File: src/rtl/assert_macros.svh
// Assertion macros used by the output stage of the beacon receiver sector mask RTL.
`ifndef ASSERT_MACROS_SVH
`define ASSERT_MACROS_SVH

// Same-cycle implication, checked on every rising edge outside reset.
`define BRSM_ASSERT_IMP(lbl, ante, cons, msg) \
  lbl: assert property (@(posedge clk) disable iff (!rst_n) (ante) |-> (cons)) else $error(msg);

// Next-cycle implication, checked on every rising edge outside reset.
`define BRSM_ASSERT_NEXT(lbl, ante, cons, msg) \
  lbl: assert property (@(posedge clk) disable iff (!rst_n) (ante) |=> (cons)) else $error(msg);

`endif

File: src/rtl/brsm_pkg.sv
// Types, constants and the arctangent table of the beacon receiver sector mask.
`default_nettype none

package brsm_pkg;

  // Number of beacons that can be live; higher indexes read as absent.
  localparam int BEACON_COUNT  = 8;
  // Rotations of the arctangent pipeline; the table holds 19 entries.
  localparam int CORDIC_STAGES = 16;
  localparam int CELL_COUNT    = (CORDIC_STAGES < 24) ? CORDIC_STAGES : 24;

  localparam int COORD_W = 14;
  localparam int DIFF_W  = 15;
  localparam int XY_W    = 26;
  localparam int ACC_W   = 20;
  localparam int SQ_W    = 28;
  localparam int STAGE_W = 5;

  // Angle accumulator value of a half turn (2^20 units per turn).
  localparam logic [ACC_W-1:0] HALF_TURN = ACC_W'(1 << (ACC_W - 1));

  // Register reset values: 80 degrees, 1.5 m, 1 m and 0.5 m.
  localparam logic [15:0] BEARING_OFFSET_RST = 16'd14564;
  localparam int RADIUS_WIDE_RST = 1500;
  localparam int RADIUS_MID_RST  = 1000;
  localparam int RADIUS_NEAR_RST = 500;
  localparam logic [SQ_W-1:0] RSQ_WIDE_RST = SQ_W'(RADIUS_WIDE_RST * RADIUS_WIDE_RST);
  localparam logic [SQ_W-1:0] RSQ_MID_RST  = SQ_W'(RADIUS_MID_RST * RADIUS_MID_RST);
  localparam logic [SQ_W-1:0] RSQ_NEAR_RST = SQ_W'(RADIUS_NEAR_RST * RADIUS_NEAR_RST);

  // Configuration register indexes.
  typedef enum logic [1:0] {
    CFG_BEARING_OFFSET = 2'd0,
    CFG_RADIUS_WIDE    = 2'd1,
    CFG_RADIUS_MID     = 2'd2,
    CFG_RADIUS_NEAR    = 2'd3
  } cfg_reg_t;

  // One request as it moves down the rotation chain.
  typedef struct packed {
    logic [2:0]             idx;
    logic                   active;
    logic                   zero;
    logic [15:0]            heading;
    logic [SQ_W-1:0]        sqx;
    logic [SQ_W-1:0]        sqz;
    logic signed [XY_W-1:0] x;
    logic signed [XY_W-1:0] y;
    logic [ACC_W-1:0]       acc;
  } brsm_item_t;

  // Arctangent of 2^-i in units of 2^-20 turn.
  function automatic logic [ACC_W-1:0] atan_entry(input logic [STAGE_W-1:0] i);
    logic [ACC_W-1:0] v;
    case (i)
      5'd0:  v = 20'd131072;
      5'd1:  v = 20'd77376;
      5'd2:  v = 20'd40884;
      5'd3:  v = 20'd20753;
      5'd4:  v = 20'd10417;
      5'd5:  v = 20'd5213;
      5'd6:  v = 20'd2607;
      5'd7:  v = 20'd1304;
      5'd8:  v = 20'd652;
      5'd9:  v = 20'd326;
      5'd10: v = 20'd163;
      5'd11: v = 20'd81;
      5'd12: v = 20'd41;
      5'd13: v = 20'd20;
      5'd14: v = 20'd10;
      5'd15: v = 20'd5;
      5'd16: v = 20'd3;
      5'd17: v = 20'd1;
      5'd18: v = 20'd1;
      default: v = 20'd0;
    endcase
    return v;
  endfunction

endpackage

`default_nettype wire

File: src/rtl/brsm_cell.sv
// One rotation cell of the vectoring arctangent chain.
`default_nettype none

module brsm_cell import brsm_pkg::*; (
  input  wire logic               clk,
  input  wire logic               rst_n,
  input  wire logic [STAGE_W-1:0] stage_idx,
  input  wire logic               up_valid,
  output logic                    up_ready,
  input  wire brsm_item_t         up_item,
  output logic                    dn_valid,
  input  wire logic               dn_ready,
  output brsm_item_t              dn_item
);

  logic                   valid_r, valid_nxt;
  brsm_item_t             item_r, item_nxt;
  logic signed [XY_W-1:0] x_in, y_in, x_sh, y_sh;
  logic [ACC_W-1:0]       angle;

  // Rotate toward the x axis and accumulate the angle turned.
  always_comb begin
    x_in  = up_item.x;
    y_in  = up_item.y;
    x_sh  = x_in >>> stage_idx;
    y_sh  = y_in >>> stage_idx;
    angle = atan_entry(stage_idx);
    item_nxt = up_item;
    if (y_in[XY_W-1]) begin
      item_nxt.x   = x_in - y_sh;
      item_nxt.y   = y_in + x_sh;
      item_nxt.acc = up_item.acc - angle;
    end else begin
      item_nxt.x   = x_in + y_sh;
      item_nxt.y   = y_in - x_sh;
      item_nxt.acc = up_item.acc + angle;
    end
  end

  // Cell handshake: a bubble ahead lets the cell load even when the output stalls.
  assign up_ready  = !valid_r || dn_ready;
  assign valid_nxt = up_ready ? up_valid : valid_r;

  always_ff @(posedge clk) begin
    if (!rst_n) begin
      valid_r <= 1'b0;
    end else begin
      valid_r <= valid_nxt;
    end
  end

  always_ff @(posedge clk) begin
    if (up_valid && up_ready) begin
      item_r <= item_nxt;
    end
  end

  assign dn_valid = valid_r;
  assign dn_item  = item_r;

endmodule

`default_nettype wire

File: config.mk
export PLATFORM = sky130hd
export DESIGN_NAME = brsm_cell
export DESIGN_NICKNAME = d
export VERILOG_FILES = /design/src/rtl/assert_macros.svh /design/src/rtl/brsm_pkg.sv /design/src/rtl/brsm_cell.sv
export SDC_FILE = /design/constraint.sdc
export NUM_CORES = 1
export LEC_CHECK = 0
export BUFFER_PORTS_ARGS = -buffer_cell sky130_fd_sc_hd__buf_2
export CAP_MARGIN = 20
export CORE_MARGIN = 4
export CORE_UTILIZATION = 50
export DETAILED_ROUTE_END_ITERATION = 8
export PLACE_DENSITY = 0.75
export RECOVER_POWER = 100
export SYNTH_ARGS = -nofsm -noshare
export SYNTH_HDL_FRONTEND = slang
export SYNTH_SLANG_ARGS = --single-unit
File: constraint.sdc
create_clock -name clk -period 7.4 [get_ports clk]
set_input_delay 0.37 -clock clk [delete_from_list [all_inputs] [get_ports clk]]
set_output_delay 0.37 -clock clk [all_outputs]
set_load 0.02 [all_outputs]
Yosys cells after proc, flatten, opt, wreduce, memory -nomap -nowiden --
Memories as Yosys holds them, arrays and structs flattened. Cells that the tools add are included.
Storage, ports and cells: register bits after elaboration 150, bits in latches 0, bits in writable memories 0, ROM bits 576, input bits 158, output and inout port bits 151, memories kept 1
Cells by class: add/subtract/negate cells 6, multipliers 0, divide/modulo/power cells 0, $lt $le $gt $ge 0, equality and inequality tests 0, shifts and indexed selects 2, muxes and demuxes 1, bitwise operators 0, reduce and logical (&&, ||, !) cells 3
Memory list:
- (no name shown) | depth 32, width 18, rd ports 1, clocked after Yosys merged registers in 0, wr ports 0, RTL line brsm_pkg.sv:55 | case (i)
Operators with widths (number):
- two-way mux 72 bit | 1
- adder 26 bit | 2
- >>> shifter 26 x 5 -> 26 bit | 2
- subtractor 26 bit | 2
- adder 20 bit | 1
- subtractor 20 bit | 1
- logical AND 1 bit | 1
- zero test 1 bit | 1
- logical OR 1 bit | 1

Longest topological paths before layout --
depth after elaboration 3, mapped depth 24, depth with buffers taken out 20

Worst setup path after synthesis --
Ideal clock, no wire load.
path type in2reg, start in stage_idx[1], end reg item_r, in the netlist dn_item[19] (data pin), library setup time 0.258 ns, arrival time 5.036 ns, data required time 7.142 ns, path slack 2.107 ns, stages 19, cells stage by stage buf_2 -> inv_1 -> buf_1 -> buf_1 -> ha_1 -> mux4_2 -> o21a_1 -> or3_1 -> o41ai_2 -> o21ai_1 -> nor2_2 -> xor2_1 -> ha_1 -> a211oi_1 -> nand2_1 -> o21ai_0 -> o21ai_0 -> o41a_1 -> xnor2_1
RTL lines:
- start: declaration | RTL line brsm_cell.sv:7 | input wire logic [STAGE_W-1:0] stage_idx,
- end signal: assignment | RTL line brsm_cell.sv:54 | item_r <= item_nxt;
- end: declaration | RTL line brsm_cell.sv:17 | brsm_item_t item_r, item_nxt;

Worst setup path after layout --
start reg valid_r, in the netlist dn_valid, end reg item_r, in the netlist dn_item[93] (enable)
On the way: word-level cells in the longest chain between the ends 3
Ends and longest elaborated chain:
- start: declaration | RTL line brsm_cell.sv:16 | logic valid_r, valid_nxt;
- start signal: assignment | RTL line brsm_cell.sv:48 | valid_r <= valid_nxt;
- zero test 1 bit | RTL line brsm_cell.sv:41 | assign up_ready = !valid_r || dn_ready;
- logical OR 1 bit | RTL line brsm_cell.sv:41
- logical AND 1 bit | RTL line brsm_cell.sv:53 | if (up_valid && up_ready) begin
No other way between the ends. A chain may end at the register's enable or synchronous reset.

==> flow_summary.json <==
{
  "finalCritPeriodShare_pct": 84.0,
  "grt-busiest-layer": "met2",
  "total_power_mw": 3.28,
  "hold_buffers": 0,
  "finClkSkew_ns": 0.0127,
  "crit_path_max_fanout": 77,
  "synth_cells": 1282,
  "p_leak_nw": 5.97,
  "avgSynthCellArea_um2": 10.3,
  "synth_edf_count": 149,
  "drv_cap": 2,
  "die_h_um": 171,
  "fin_crit_ns": 6.22,
  "gp_congestion": 1.01,
  "die_width_um": 171,
  "slew_headroom_pct": -226,
  "overflow": 0,
  "synth-seq-cells": 150,
  "worstPathRequired_ns": 7.41,
  "area_delta_synth_final_pct": 15.8,
  "post-cts-setup-buffers": 0,
  "drt_wl_total_um": 41900,
  "tritoncts": "yes",
  "grt_pass1_vias": 11500,
  "portBuffers": 308,
  "drc": 0,
  "outcome": "complete, but fails checks",
  "ctsHtreeMaxLevel": 4,
  "grtUsageMet1_pct": 35.7,
  "tns_ns": 0,
  "ys_warn_count": 0,
  "vdd_drop_max_mv": 0.133,
  "layout.nets": 1803,
  "ant_nets": 0,
  "report.final.slew_viol_count": 152,
  "ctsResizeCount": 0,
  "num_vias": 12000,
  "fillerInstances": 2309,
  "grt_pass1_wl_um": 63300,
  "design.die.area_um2": 29100,
  "synth_ff_type": "edfxtp_1",
  "dr.pass1.iters": 8,
  "routedWlPerCell_um": 21.9,
  "finalHoldViolCount": 0,
  "io_pins": 309,
  "powerDensity_nw_per_um2": 214,
  "dp_hpwl_um": 31900,
  "grt_usage_pct": 27.5,
  "path_class": "flip-flop to flip-flop",
  "rows": 59,
  "tightest_slew_ns": 4.89,
  "ctsLongestPathBuffers": 2,
  "cts-root-buf": "clkbuf_16",
  "first_iter_violations": 1442,
  "antenna_cells_inserted": 0,
  "rsz0062_at_grt": "false",
  "use_met2_pct": 46.6,
  "clkTransAtPathRegs_ns": 0.07,
  "yosysUniqueCellTypes": 97,
  "cts.sinks": 150,
  "grt.met3_usage_pct": 5.08,
  "grt_start_max_net_pins": 78,
  "clock_latency_ns": 0.43,
  "start_util_pct": 50.7,
  "syn-num-nets": 1523,
  "violations": "capacitance limit, slew limit",
  "arrival_ns": 6.23,
  "synth_area_um2": 13200,
  "post-place-ws_ns": 1.18,
  "cp-start-kind": "flip-flop",
  "coreArea_um2": 26100,
  "end_kind": "flip-flop",
  "setup_ws_ns": 1.18,
  "setup_viol": 0,
  "hold_class": "input pin to flip-flop",
  "viasPerCell": 6.26,
  "synthArstFlopShare_pct": 0,
  "ys_seq_area_share_pct": 34.0,
  "cts_buffers": 17,
  "fmax_mhz": 161,
  "drive_gt1_share_pct": 20.2,
  "antenna_found_initial": 0
}
[worst paths after layout]
path / startpoint / end / slack (ns) / cells after the start
setup reg to reg: dn_valid$_SDFFE_PN0N_ / dn_item[93]$_DFFE_PP_ / 1.18 / 3
hold / removal: up_item[73] / dn_item[73]$_DFFE_PP_ / 0.11 / 1
hold reg to reg: dn_valid$_SDFFE_PN0N_ / dn_valid$_SDFFE_PN0N_ / 0.56 / 2
setup / recovery: dn_valid$_SDFFE_PN0N_ / dn_item[93]$_DFFE_PP_ / 1.18 / 3
[power by group]
group / internal [mW] / switching, mW / total (mW)
combinational: 0.487 / 0.805 / 1.29
clock: 0.446 / 0.414 / 0.860
sequential: 1.10 / 0.0293 / 1.13
total: 2.04 / 1.25 / 3.28
[per-layer routing]
metal | routed length (um) | vias to the layer above | share of wire [%]
li1 | - | 5507 | -
met1 | 16300 | 5658 | 39
met2 | 20100 | 700 | 48
met3 | 4140 | 97 | 9.9
met4 | 1310 | 0 | 3.1
met5 | 0 | - | 0
[through the flow]
| stage | hold slack (ns) | instances | instance area [um2] | util (%) |
|---|---|---|---|---|
| floorplan | 0.469 | 1282 | 13200 | - |
| global placement | 0.514 | 1878 | 15000 | 57.4 |
| detailed placement | 0.547 | 1878 | 15000 | 57.4 |
| CTS | 0.0977 | 1910 | 15500 | 59.6 |
| global route | 0.0942 | 1910 | 15300 | 58.8 |
| finish | 0.114 | 1910 | 15300 | 58.8 |
[registers in the layout, summed over array words and instances (netlist names)]
register / cells
dn_item: 149
dn_valid: 1
[cell families (layout without fill, tap and decap cells)]
family,count (synthesis),count (layout),share of synthesized area [%]
AOI/OAI and AO/OA,347,347,18.3
xor gates and xnor gates,107,107,7.14
adders and majority gates,83,83,8.02
buffers and inverters,111,404,4.01
DFF,150,150,34.0
muxes,118,118,14.9
and+or+nand+nor,366,366,13.7
[layout by cell type (no fill, tap or decap), types with 6 or more instances in the layout]
cell type / netlist / routed
clkbuf_1: 27 / 152
nand2_1: 97 / 97
o21bai_1: 10 / 10
a21o_1: 22 / 22
or3_1: 8 / 8
edfxtp_1: 149 / 149
nor3_1: 27 / 27
nand2b_1: 13 / 13
buf_2: 20 / 156
a221oi_1: 7 / 7
mux4_2: 60 / 60
and3_1: 11 / 11
nor2b_1: 17 / 17
xor2_1: 34 / 34
o21ai_0: 53 / 54
o211ai_1: 14 / 14
a21oi_1: 91 / 91
o31ai_1: 6 / 6
nor2_1: 113 / 113
a211oi_1: 13 / 14
o22ai_1: 9 / 9
mux2_2: 24 / 21
o221ai_1: 7 / 7
o21a_1: 15 / 15
ha_1: 80 / 80
nand4_1: 9 / 9
and2_1: 14 / 12
a21boi_0: 8 / 8
inv_1: 44 / 44
clkbuf_16: 0 / 17
nand3_1: 23 / 23
o2111ai_1: 6 / 6
buf_4: 3 / 18
a31oi_1: 17 / 17
mux2i_1: 33 / 33
xnor2_1: 72 / 72
[cells in the mapped netlist, drive strengths merged, types with 5 or more instances]
cell type | number | share of area [%]
o211ai | 15 | 0.89
a211oi | 14 | 0.89
and2 | 14 | 0.66
ha | 80 | 7.6
nand3 | 24 | 0.95
o31a | 5 | 0.33
mux2i | 33 | 2.5
clkbuf | 27 | 0.77
a21boi | 8 | 0.45
a31oi | 17 | 0.80
nor2b | 18 | 0.87
nor3 | 27 | 1.0
a21o | 22 | 1.2
nand2b | 13 | 0.62
o2111ai | 6 | 0.40
a21oi | 91 | 3.4
nand4 | 11 | 0.62
a2111oi | 6 | 0.59
o21a | 15 | 0.85
o22ai | 10 | 0.52
o221ai | 7 | 0.46
buf | 38 | 1.9
inv | 46 | 1.3
o21bai | 10 | 0.57
or2 | 5 | 0.24
edfxtp | 149 | 34
xnor2 | 73 | 4.9
mux4 | 60 | 10
and3 | 11 | 0.52
a221o | 5 | 0.38
a221oi | 9 | 0.69
o211a | 6 | 0.51
nand2 | 98 | 2.8
or3 | 8 | 0.38
o31ai | 6 | 0.34
o21ai | 57 | 2.2
mux2 | 25 | 2.2
nor2 | 114 | 3.3
xor2 | 34 | 2.3
[cell type report]
type	instances	area [um2]	area share, %
multi-input combinational	1021	8180	53.4
sequential	150	4490	29.3
timing repair buffer	326	1490	9.71
clock buffer	18	429	2.80
tap	335	419	2.74
inverter	46	173	1.13
clock inverter	14	135	0.882
[critical path, stage by stage (launching register included)]
cell and delay, ns:
dfxtp_1 0.32, nand2b_1 0.11, and2_0 3.49, clkbuf_2 1.77
No activity file was read; power rests on OpenSTA's default activity.
