--- src/rtl/assert_macros.svh ---
// Assertion macros used by the output stage of the beacon receiver sector mask RTL.
`ifndef ASSERT_MACROS_SVH
`define ASSERT_MACROS_SVH

// Same-cycle implication, checked on every rising edge outside reset.
`define BRSM_ASSERT_IMP(lbl, ante, cons, msg) \
  lbl: assert property (@(posedge clk) disable iff (!rst_n) (ante) |-> (cons)) else $error(msg);

// Next-cycle implication, checked on every rising edge outside reset.
`define BRSM_ASSERT_NEXT(lbl, ante, cons, msg) \
  lbl: assert property (@(posedge clk) disable iff (!rst_n) (ante) |=> (cons)) else $error(msg);

`endif

--- src/rtl/brsm_pkg.sv ---
// Types, constants and the arctangent table of the beacon receiver sector mask.
`default_nettype none

package brsm_pkg;

  // Number of beacons that can be live; higher indexes read as absent.
  localparam int BEACON_COUNT  = 8;
  // Rotations of the arctangent pipeline; the table holds 19 entries.
  localparam int CORDIC_STAGES = 16;
  localparam int CELL_COUNT    = (CORDIC_STAGES < 24) ? CORDIC_STAGES : 24;

  localparam int COORD_W = 14;
  localparam int DIFF_W  = 15;
  localparam int XY_W    = 26;
  localparam int ACC_W   = 20;
  localparam int SQ_W    = 28;
  localparam int STAGE_W = 5;

  // Angle accumulator value of a half turn (2^20 units per turn).
  localparam logic [ACC_W-1:0] HALF_TURN = ACC_W'(1 << (ACC_W - 1));

  // Register reset values: 80 degrees, 1.5 m, 1 m and 0.5 m.
  localparam logic [15:0] BEARING_OFFSET_RST = 16'd14564;
  localparam int RADIUS_WIDE_RST = 1500;
  localparam int RADIUS_MID_RST  = 1000;
  localparam int RADIUS_NEAR_RST = 500;
  localparam logic [SQ_W-1:0] RSQ_WIDE_RST = SQ_W'(RADIUS_WIDE_RST * RADIUS_WIDE_RST);
  localparam logic [SQ_W-1:0] RSQ_MID_RST  = SQ_W'(RADIUS_MID_RST * RADIUS_MID_RST);
  localparam logic [SQ_W-1:0] RSQ_NEAR_RST = SQ_W'(RADIUS_NEAR_RST * RADIUS_NEAR_RST);

  // Configuration register indexes.
  typedef enum logic [1:0] {
    CFG_BEARING_OFFSET = 2'd0,
    CFG_RADIUS_WIDE    = 2'd1,
    CFG_RADIUS_MID     = 2'd2,
    CFG_RADIUS_NEAR    = 2'd3
  } cfg_reg_t;

  // One request as it moves down the rotation chain.
  typedef struct packed {
    logic [2:0]             idx;
    logic                   active;
    logic                   zero;
    logic [15:0]            heading;
    logic [SQ_W-1:0]        sqx;
    logic [SQ_W-1:0]        sqz;
    logic signed [XY_W-1:0] x;
    logic signed [XY_W-1:0] y;
    logic [ACC_W-1:0]       acc;
  } brsm_item_t;

  // Arctangent of 2^-i in units of 2^-20 turn.
  function automatic logic [ACC_W-1:0] atan_entry(input logic [STAGE_W-1:0] i);
    logic [ACC_W-1:0] v;
    case (i)
      5'd0:  v = 20'd131072;
      5'd1:  v = 20'd77376;
      5'd2:  v = 20'd40884;
      5'd3:  v = 20'd20753;
      5'd4:  v = 20'd10417;
      5'd5:  v = 20'd5213;
      5'd6:  v = 20'd2607;
      5'd7:  v = 20'd1304;
      5'd8:  v = 20'd652;
      5'd9:  v = 20'd326;
      5'd10: v = 20'd163;
      5'd11: v = 20'd81;
      5'd12: v = 20'd41;
      5'd13: v = 20'd20;
      5'd14: v = 20'd10;
      5'd15: v = 20'd5;
      5'd16: v = 20'd3;
      5'd17: v = 20'd1;
      5'd18: v = 20'd1;
      default: v = 20'd0;
    endcase
    return v;
  endfunction

endpackage

`default_nettype wire

--- src/rtl/brsm_post.sv ---
// Output stage: bearing rounding, heading and offset, range rings and the receiver mask.
`default_nettype none
`include "assert_macros.svh"

module brsm_post import brsm_pkg::*; (
  input  wire logic            clk,
  input  wire logic            rst_n,
  input  wire logic [15:0]     bearing_offset,
  input  wire logic [SQ_W-1:0] rsq_wide,
  input  wire logic [SQ_W-1:0] rsq_mid,
  input  wire logic [SQ_W-1:0] rsq_near,
  input  wire logic            up_valid,
  output logic                 up_ready,
  input  wire brsm_item_t      up_item,
  output logic                 out_valid,
  input  wire logic            out_ready,
  output logic [2:0]           out_echo,
  output logic [15:0]          out_mask,
  output logic [3:0]           out_centre
);

  logic          valid_r, valid_nxt;
  logic [2:0]    echo_r, echo_nxt;
  logic [15:0]   mask_r, mask_nxt;
  logic [3:0]    centre_r, centre_nxt;
  logic [ACC_W:0]  acc_rnd;
  logic [15:0]   bearing_raw, bearing;
  logic [3:0]    centre;
  logic [SQ_W:0] dist_sq;
  logic          ring_wide, ring_mid, ring_near;

  // Round the angle to 16 bits, then turn it into the receiver frame.
  always_comb begin
    acc_rnd     = {1'b0, up_item.acc} + (ACC_W+1)'(8);
    bearing_raw = up_item.zero ? 16'd0 : acc_rnd[ACC_W-1:ACC_W-16];
    bearing     = bearing_raw - up_item.heading + bearing_offset;
    centre      = bearing[15:12];
    dist_sq     = {1'b0, up_item.sqx} + {1'b0, up_item.sqz};
    ring_wide   = dist_sq < {1'b0, rsq_wide};
    ring_mid    = dist_sq < {1'b0, rsq_mid};
    ring_near   = dist_sq < {1'b0, rsq_near};
  end

  // Light the centre receiver and its neighbors around the ring.
  always_comb begin
    echo_nxt   = up_item.idx;
    mask_nxt   = 16'd1 << centre;
    centre_nxt = centre;
    if (ring_wide) begin
      mask_nxt = mask_nxt | (16'd1 << (centre + 4'd1)) | (16'd1 << (centre - 4'd1));
    end
    if (ring_mid) begin
      mask_nxt = mask_nxt | (16'd1 << (centre + 4'd2)) | (16'd1 << (centre - 4'd2));
    end
    if (ring_near) begin
      mask_nxt = mask_nxt | (16'd1 << (centre + 4'd3)) | (16'd1 << (centre - 4'd3));
    end
    if (!up_item.active) begin
      mask_nxt   = 16'd0;
      centre_nxt = 4'd0;
    end
  end

  // Output register: takes a new request whenever it is empty or being drained.
  assign up_ready  = !valid_r || out_ready;
  assign valid_nxt = up_ready ? up_valid : valid_r;

  always_ff @(posedge clk) begin
    if (!rst_n) begin
      valid_r <= 1'b0;
    end else begin
      valid_r <= valid_nxt;
    end
  end

  always_ff @(posedge clk) begin
    if (up_valid && up_ready) begin
      echo_r   <= echo_nxt;
      mask_r   <= mask_nxt;
      centre_r <= centre_nxt;
    end
  end

  assign out_valid  = valid_r;
  assign out_echo   = echo_r;
  assign out_mask   = mask_r;
  assign out_centre = centre_r;

  // A lit mask always contains its centre receiver; an empty one reports receiver zero.
  `BRSM_ASSERT_IMP(a_centre_lit, valid_r, ((mask_r == 16'd0) && (centre_r == 4'd0)) || mask_r[centre_r], "centre receiver not in mask")
  // Rings are symmetric, so the lit count is zero or odd and at most seven.
  `BRSM_ASSERT_IMP(a_mask_count, valid_r, ($countones(mask_r) == 0) || ($countones(mask_r) == 1) || ($countones(mask_r) == 3) || ($countones(mask_r) == 5) || ($countones(mask_r) == 7), "receiver mask has a bad count")
  // A loaded request always shows up at the output in the next cycle.
  `BRSM_ASSERT_NEXT(a_load_shows, up_valid && up_ready, valid_r, "loaded request missing at output")
  // An absent beacon yields an empty mask.
  `BRSM_ASSERT_NEXT(a_inactive_empty, up_valid && up_ready && !up_item.active, mask_r == 16'd0, "inactive beacon lit receivers")

endmodule

`default_nettype wire

--- config.mk ---
export PLATFORM = sky130hd
export DESIGN_NAME = brsm_post
export DESIGN_NICKNAME = d
export VERILOG_FILES = /design/src/rtl/brsm_pkg.sv /design/src/rtl/brsm_post.sv
export VERILOG_INCLUDE_DIRS = /design/src /design/src/rtl
export SDC_FILE = /design/constraint.sdc
export NUM_CORES = 1
export LEC_CHECK = 0
export BUFFER_PORTS_ARGS = -buffer_cell sky130_fd_sc_hd__buf_2
export CAP_MARGIN = 20
export CORE_AREA = 10 10 176 178
export DETAILED_ROUTE_END_ITERATION = 7
export DIE_AREA = 0 0 186 188
export HOLD_SLACK_MARGIN = 0.12
export PLACE_DENSITY = 0.6
export SLEW_MARGIN = 30
export SYNTH_ARGS = -nofsm -noshare
export SYNTH_HDL_FRONTEND = slang
export SYNTH_SLANG_ARGS = --single-unit
export TNS_END_PERCENT = 20
--- constraint.sdc ---
create_clock -name clk -period 5.4 [get_ports clk]
set_input_delay 0.27 -clock clk [delete_from_list [all_inputs] [get_ports clk]]
set_output_delay 0.27 -clock clk [all_outputs]
set_load 0.01 [all_outputs]
# Yosys cells after proc, flatten, opt, wreduce, memory -nomap -nowiden
# Index checks and enable logic that the tools add are counted.
[op_classes] bitwise=6 n_shift=7 addsub=10 n_lt_le_gt_ge=3 muxes=4 n_reduce_logical=3
[ops] operator="<< shifter 1 x 4 -> 16 bit, first input constant" n=7
[ops] operator="OR 16 bit" n=6
[ops] operator="less-than comparator 29 x 28 -> 1 bit" n=3
[ops] operator="2-to-1 mux 16 bit" n=4
[ops] operator="adder 28 x 28 -> 29 bit" n=1
[ops] operator="adder 20 x 4 -> 20 bit, second input constant" n=1
[ops] operator="adder 16 bit" n=1
[ops] operator="subtractor 16 bit" n=1
[ops] operator="adder 4 x 2 -> 4 bit, second input constant" n=2
[ops] operator="subtractor 4 x 2 -> 4 bit, second input constant" n=2
[ops] operator="adder 4 x 1 -> 4 bit, second input constant" n=1
[ops] operator="subtractor 4 x 1 -> 4 bit, second input constant" n=1
[ops] operator="logical AND 1 bit" n=1
[ops] operator="logical NOT 1 bit" n=1
[ops] operator="logical OR 1 bit" n=1
[word_totals] ff_bits=24 elab_cells=37 out_inout_bits=25 input_bits=253

# Depth between registers and ports, before layout
[depth] word_depth=15 depth_mapped=24

# Worst setup path after synthesis
# No wires, ideal clock.
[synth_timing] path_kind="input -> register" startpoint="input up_item[5] (netlist bit)" endpoint="register mask_r[6] (netlist: out_mask[6]) (data pin)" required_time_ps=5139 slack_ps=-208 arrival_ps=5348 path_stages=24 path_buffers=3 cell_sequence="nand3_2 nor2_1 and2_1 nand4_1 or3_1 a21o_1 fa_1 inv_1 ha_1 and3_1 o2bb2ai_1 or3_4 nor3_1 or2_2 clkbuf_1 clkbuf_1 inv_1 ha_1 buf_1 a31oi_1 xor3_2 o2bb2ai_1 a22o_1 a221o_1"
[synth_via] elab_chain_cells=15 elab_cells_between_ends=26 classes_between="add/sub: 9; shift: 7; mux: 4; bitwise: 6"
[synth_rtl] item="start: declaration" line_no="brsm_post.sv:14" source="input wire brsm_item_t up_item,"
[synth_rtl] item="adder 20 x 4 -> 20 bit *" line_no="brsm_post.sv:34" source="acc_rnd = {1'b0, up_item.acc} + (ACC_W+1)'(8);"
[synth_rtl] item="2-to-1 mux 16 bit *" line_no="brsm_post.sv:35" source="bearing_raw = up_item.zero ? 16'd0 : acc_rnd[ACC_W-1:ACC_W-16];"
[synth_rtl] item="subtractor 16 bit *" line_no="brsm_post.sv:36" source="bearing = bearing_raw - up_item.heading + bearing_offset;"
[synth_rtl] item="adder 16 bit *" line_no="brsm_post.sv:36"
[synth_rtl] item="adder 4 x 1 -> 4 bit" line_no="brsm_post.sv:50" source="mask_nxt = mask_nxt | (16'd1 << (centre + 4'd1)) | (16'd1 << (centre - 4'd1));"
[synth_rtl] item="<< shifter 1 x 4 -> 16 bit" line_no="brsm_post.sv:50"
[synth_rtl] item="OR 16 bit (2 in a row)" line_no="brsm_post.sv:50"
[synth_rtl] item="2-to-1 mux 16 bit" line_no="brsm_post.sv:49" source="if (ring_wide) begin"
[synth_rtl] item="OR 16 bit (2 in a row)" line_no="brsm_post.sv:53" source="mask_nxt = mask_nxt | (16'd1 << (centre + 4'd2)) | (16'd1 << (centre - 4'd2));"
[synth_rtl] item="2-to-1 mux 16 bit" line_no="brsm_post.sv:52" source="if (ring_mid) begin"
[synth_rtl] item="OR 16 bit (2 in a row)" line_no="brsm_post.sv:56" source="mask_nxt = mask_nxt | (16'd1 << (centre + 4'd3)) | (16'd1 << (centre - 4'd3));"
[synth_rtl] item="2-to-1 mux 16 bit *" line_no="brsm_post.sv:55" source="if (ring_near) begin"
[synth_rtl] item="end signal: assignment" line_no="brsm_post.sv:79" source="mask_r <= mask_nxt;"
[synth_rtl] item="end: declaration" line_no="brsm_post.sv:24" source="logic [15:0] mask_r, mask_nxt;"
# Every way passes the cells marked *; elsewhere a longest branch is shown, timed or not.
# A chain may end at the register's enable or synchronous reset.

# Final worst setup path
[layout_timing] startpoint="input up_item[7] (netlist bit)" endpoint="register mask_r[3] (netlist: out_mask[3]) (data pin)"
# Same word-level chain as after synthesis.

==> flow_summary.html <==
<table>
<tr><th>Metric</th><th>Value</th></tr>
<tr><th colspan="2">Yosys</th></tr>
<tr><td>Count of different cell masters after synthesis</td><td>74</td></tr>
<tr><td>Number of synthesized register bits</td><td>24</td></tr>
<tr><td>Seq/Total Area, Yosys</td><td>0.105</td></tr>
<tr><td>Synthesized instance count</td><td>877</td></tr>
<tr><td>Number of synthesis warnings</td><td>0</td></tr>
<tr><td>Total nets after synthesis</td><td>1274</td></tr>
<tr><td>Combined area of all synthesized cells</td><td>6790 µm²</td></tr>
<tr><td>Prevailing post-synth register cell</td><td>sky130_fd_sc_hd__edfxtp_1</td></tr>
<tr><td>Async set-or-reset flop fraction in the synthesized netlist</td><td>0</td></tr>
<tr><td>Number of flops mapped to enable cells by yosys</td><td>23</td></tr>
<tr><td>Post-synthesis area per instance</td><td>7.74 µm²</td></tr>
<tr><th colspan="2">Timing</th></tr>
<tr><td>Timing-limited maximum frequency</td><td>196 MHz</td></tr>
<tr><td>Tightest slew margin relative to the limit</td><td>0.531</td></tr>
<tr><td>Part of the cycle the worst path needs</td><td>0.944</td></tr>
<tr><td>Final setup margin</td><td>0.302 ns</td></tr>
<tr><td>Number of setup violations in the final report</td><td>0</td></tr>
<tr><td>Hold Vio Cnt, Final</td><td>0</td></tr>
<tr><td>Slew Limit Fails</td><td>0</td></tr>
<tr><td>Final Skew</td><td>0.00347 ns</td></tr>
<tr><td>Minimum period implied by the final worst setup slack</td><td>5.10 ns</td></tr>
<tr><td>Transition time at the pin with the least slew margin</td><td>0.703 ns</td></tr>
<tr><td>Setup repair after global routing missed its margin</td><td>no</td></tr>
<tr><th colspan="2">Route</th></tr>
<tr><td>DRC</td><td>0</td></tr>
<tr><td>Wirelength, routed</td><td>23100 µm</td></tr>
<tr><td>Antenna viol nets, final</td><td>0</td></tr>
<tr><td>Vias after detailed routing</td><td>7288</td></tr>
<tr><td>Mean number of vias per cell</td><td>4.89</td></tr>
<tr><td>Average detailed-routed wire length per instance</td><td>15.5 µm</td></tr>
<tr><td>First-iteration detailed-routing DRC count</td><td>363</td></tr>
<tr><td>Number of detailed-route iterations in the first pass</td><td>5</td></tr>
<tr><th colspan="2">Setup path</th></tr>
<tr><td>Kind of end point of the critical path</td><td>flop</td></tr>
<tr><td>Required time of the critical path</td><td>5.40 ns</td></tr>
<tr><td>Critical path capture point</td><td>out_mask[3]$_SDFFCE_PN0P_</td></tr>
<tr><td>Kind of critical path</td><td>in -&gt; reg</td></tr>
<tr><td>Worst reg2reg setup slack</td><td>4.15 ns</td></tr>
<tr><td>Startpoint type of the worst setup path</td><td>input port</td></tr>
<tr><td>Source of the critical timing path</td><td>up_item[7]</td></tr>
<tr><td>Reg-to-reg endpoint</td><td>out_mask[8]$_SDFFCE_PN0P_</td></tr>
<tr><td>Launching point of the worst reg2reg path</td><td>out_valid$_SDFFE_PN0N_</td></tr>
<tr><td>Arrival @ worst endpoint</td><td>5.10 ns</td></tr>
<tr><td>Critical path fanouts, max</td><td>4</td></tr>
<tr><td>Number of cell instances on the worst register-to-register path</td><td>2</td></tr>
<tr><th colspan="2">GRT</th></tr>
<tr><td>GRT Total Usage</td><td>0.125</td></tr>
<tr><td>Wire length of the first global-routing pass</td><td>36700 µm</td></tr>
<tr><td>Initial antenna violation count</td><td>0</td></tr>
<tr><td>Remaining Overflow, GRT</td><td>0</td></tr>
<tr><td>Pin count of the biggest net entering global routing</td><td>24</td></tr>
<tr><td>Number of global-route vias before repair</td><td>7423</td></tr>
<tr><th colspan="2">CTS</th></tr>
<tr><td>Skew-Pair Late Insertion Delay</td><td>0.25 ns</td></tr>
<tr><td>Total CTS buffers</td><td>3</td></tr>
<tr><td>Post-CTS resize count</td><td>0</td></tr>
<tr><td>H-tree level count</td><td>1</td></tr>
<tr><td>Reg clk slew, reported paths</td><td>0.06 ns</td></tr>
<tr><td>Number of clock sinks</td><td>24</td></tr>
<tr><td>CTS Root Buffer Type</td><td>sky130_fd_sc_hd__clkbuf_16</td></tr>
<tr><td>Clock Tree Buf Depth</td><td>2</td></tr>
<tr><td># hold bufs at CTS</td><td>0</td></tr>
<tr><td>Setup Fix Bufs, Post-CTS</td><td>0</td></tr>
<tr><td>Clock tree from TritonCTS</td><td>built</td></tr>
<tr><th colspan="2">Layout</th></tr>
<tr><td>Antenna Cells</td><td>0</td></tr>
<tr><td>Synth-to-Final Area Change</td><td>29.7%</td></tr>
<tr><td>Number of fillers in the final layout</td><td>2947</td></tr>
<tr><td>Non-filler cells, final</td><td>1491</td></tr>
<tr><td>Register area</td><td>711 µm²</td></tr>
<tr><td>Net total in the final layout</td><td>1543</td></tr>
<tr><td>Most common library cell in the layout ignoring fill and taps</td><td>sky130_fd_sc_hd__buf_2</td></tr>
<tr><td>Total area of multi-input combinational cells</td><td>5460 µm²</td></tr>
<tr><td>Most used cells in the layout excluding fill and tap cells</td><td>222 x sky130_fd_sc_hd__buf_2, 145 x sky130_fd_sc_hd__inv_1, 129 x sky130_fd_sc_hd__ha_1</td></tr>
<tr><td>Post-route cell area</td><td>8800 µm²</td></tr>
<tr><td>Layout cells sized above 1</td><td>0.272</td></tr>
<tr><th colspan="2">Placed design</th></tr>
<tr><td>Last weighted congestion value of the routability-driven placer</td><td>0.907</td></tr>
<tr><td>Pre-CTS setup slack</td><td>-0.142 ns</td></tr>
<tr><td>Number of input and output port buffers inserted</td><td>222</td></tr>
<tr><td>Placed cell count</td><td>1487</td></tr>
<tr><td>Post-detail-place hpwl</td><td>20800 µm</td></tr>
<tr><td>Placed cell area</td><td>8690 µm²</td></tr>
<tr><th colspan="2">Floorplanning</th></tr>
<tr><td>Die Ht</td><td>188 µm</td></tr>
<tr><td>Horizontal die dimension</td><td>186 µm</td></tr>
<tr><td>Total number of placement rows</td><td>61</td></tr>
<tr><td>Initial core utilization</td><td>0.247</td></tr>
<tr><td>Core outline area</td><td>27500 µm²</td></tr>
<tr><td>Number of ports placed on the die boundary</td><td>278</td></tr>
<tr><td>Area enclosed by the die boundary</td><td>35000 µm²</td></tr>
<tr><th colspan="2">Job</th></tr>
<tr><td>Max-Cap Viols</td><td>0</td></tr>
<tr><th colspan="2">Pwr</th></tr>
<tr><td>Power per cell area</td><td>252 nW/µm²</td></tr>
<tr><td>VDD IR-drop max</td><td>117 µV</td></tr>
<tr><td>Cell leakage power</td><td>4.60 nW</td></tr>
<tr><td>Power after layout</td><td>2.22 mW</td></tr>
<tr><th colspan="2">Status</th></tr>
<tr><td>Status</td><td>finished clean</td></tr>
<tr><th colspan="2">Hold path</th></tr>
<tr><td>Worst Hold Class</td><td>in -&gt; reg</td></tr>
</table>
## flip-flops by register name, summed over array words and instances (netlist names)
signal      cells
out_valid       1
out_mask       16
out_echo        3
out_centre      4
## metal layers
metal  GRT usage  routed length (µm)  vias to the layer above
li1            -                   -                     3713
met1       0.156               10100                     3327
met2       0.220               11100                      219
met3      0.0213                1420                       29
met4      0.0242                 452                        0
met5           0                   0                        -
## per-stage QoR
step           TNS (ns)  utilization  hold WS (ns)
3_3_place_gp     -0.754        0.316         0.448
2_1_floorplan         0            -         0.369
6_report              0        0.320         0.187
4_1_cts               0        0.319         0.185
3_5_place_dp     -0.665        0.316         0.450
5_1_grt               0        0.320         0.182
## cell type report
type / instances / share of cell area
Inverter: 146 / 0.0623
Timing Repair Buffer: 283 / 0.178
Clock buffer: 3 / 0.00853
Clock inverter: 1 / 0.000426
Multi-Input combinational cell: 688 / 0.621
Tap cell: 346 / 0.0492
Sequential cell: 24 / 0.0808
## worst min path at each step
stage                       from               endpoint  slack [ns]  cells past startpoint
global placement    up_item[147]  out_echo[1]$_DFFE_PP_        0.45                      1
CTS                 up_item[146]  out_echo[0]$_DFFE_PP_        0.19                      1
detailed placement  up_item[146]  out_echo[0]$_DFFE_PP_        0.45                      1
floorplan           up_item[146]  out_echo[0]$_DFFE_PP_        0.37                      0
global route        up_item[146]  out_echo[0]$_DFFE_PP_        0.18                      1
finish              up_item[146]  out_echo[0]$_DFFE_PP_        0.19                      1
## synth_stat cells, types with 20 or more instances
master	count	share of area
sky130_fd_sc_hd__a21o_1	29	0.032
sky130_fd_sc_hd__nand3_1	24	0.018
sky130_fd_sc_hd__a21oi_1	62	0.046
sky130_fd_sc_hd__inv_1	145	0.080
sky130_fd_sc_hd__nand2b_1	28	0.026
sky130_fd_sc_hd__nor2_1	51	0.028
sky130_fd_sc_hd__edfxtp_1	23	0.10
sky130_fd_sc_hd__ha_1	129	0.24
sky130_fd_sc_hd__o21ai_0	34	0.025
sky130_fd_sc_hd__a211oi_1	20	0.022
sky130_fd_sc_hd__xnor2_1	30	0.039
sky130_fd_sc_hd__nand2_1	54	0.030
## cells by family after synthesis
kind of cell               Yosys count  share of synthesized area
adders and majority gates          144                      0.282
DFF                                 24                      0.105
AOI/OAI and AO/OA                  254                      0.259
muxes                                3                    0.00443
xor gates and xnor gates            44                     0.0673
and+or+nand+nor                    243                      0.187
buffers and inverters              165                     0.0950
## power breakdown
group | switching (mW) | leakage (nW) | internal (mW)
Sequential | 0.00669 | 0.237 | 0.252
Combinational | 1.02 | 4.33 | 0.783
Clock | 0.0585 | 0.0385 | 0.0988
## critical path, stage by stage
cell                        delay, ns
sky130_fd_sc_hd__buf_2           0.10
sky130_fd_sc_hd__nand3_2         0.10
sky130_fd_sc_hd__nor2_1          0.16
sky130_fd_sc_hd__and2_1          0.21
sky130_fd_sc_hd__nand4_1         0.14
sky130_fd_sc_hd__or3_1           0.36
sky130_fd_sc_hd__a21o_1          0.20
sky130_fd_sc_hd__fa_1            0.47
sky130_fd_sc_hd__inv_1           0.04
sky130_fd_sc_hd__ha_1            0.34
sky130_fd_sc_hd__and3_1          0.21
sky130_fd_sc_hd__o2bb2ai_1       0.13
sky130_fd_sc_hd__or3_4           0.35
sky130_fd_sc_hd__o21a_1          0.21
sky130_fd_sc_hd__or2_2           0.31
sky130_fd_sc_hd__inv_1           0.06
sky130_fd_sc_hd__ha_1            0.20
sky130_fd_sc_hd__xnor3_1         0.47
sky130_fd_sc_hd__and2_1          0.20
sky130_fd_sc_hd__o21a_1          0.23
sky130_fd_sc_hd__a221o_1         0.33
No activity file was read; power rests on OpenSTA's default activity.
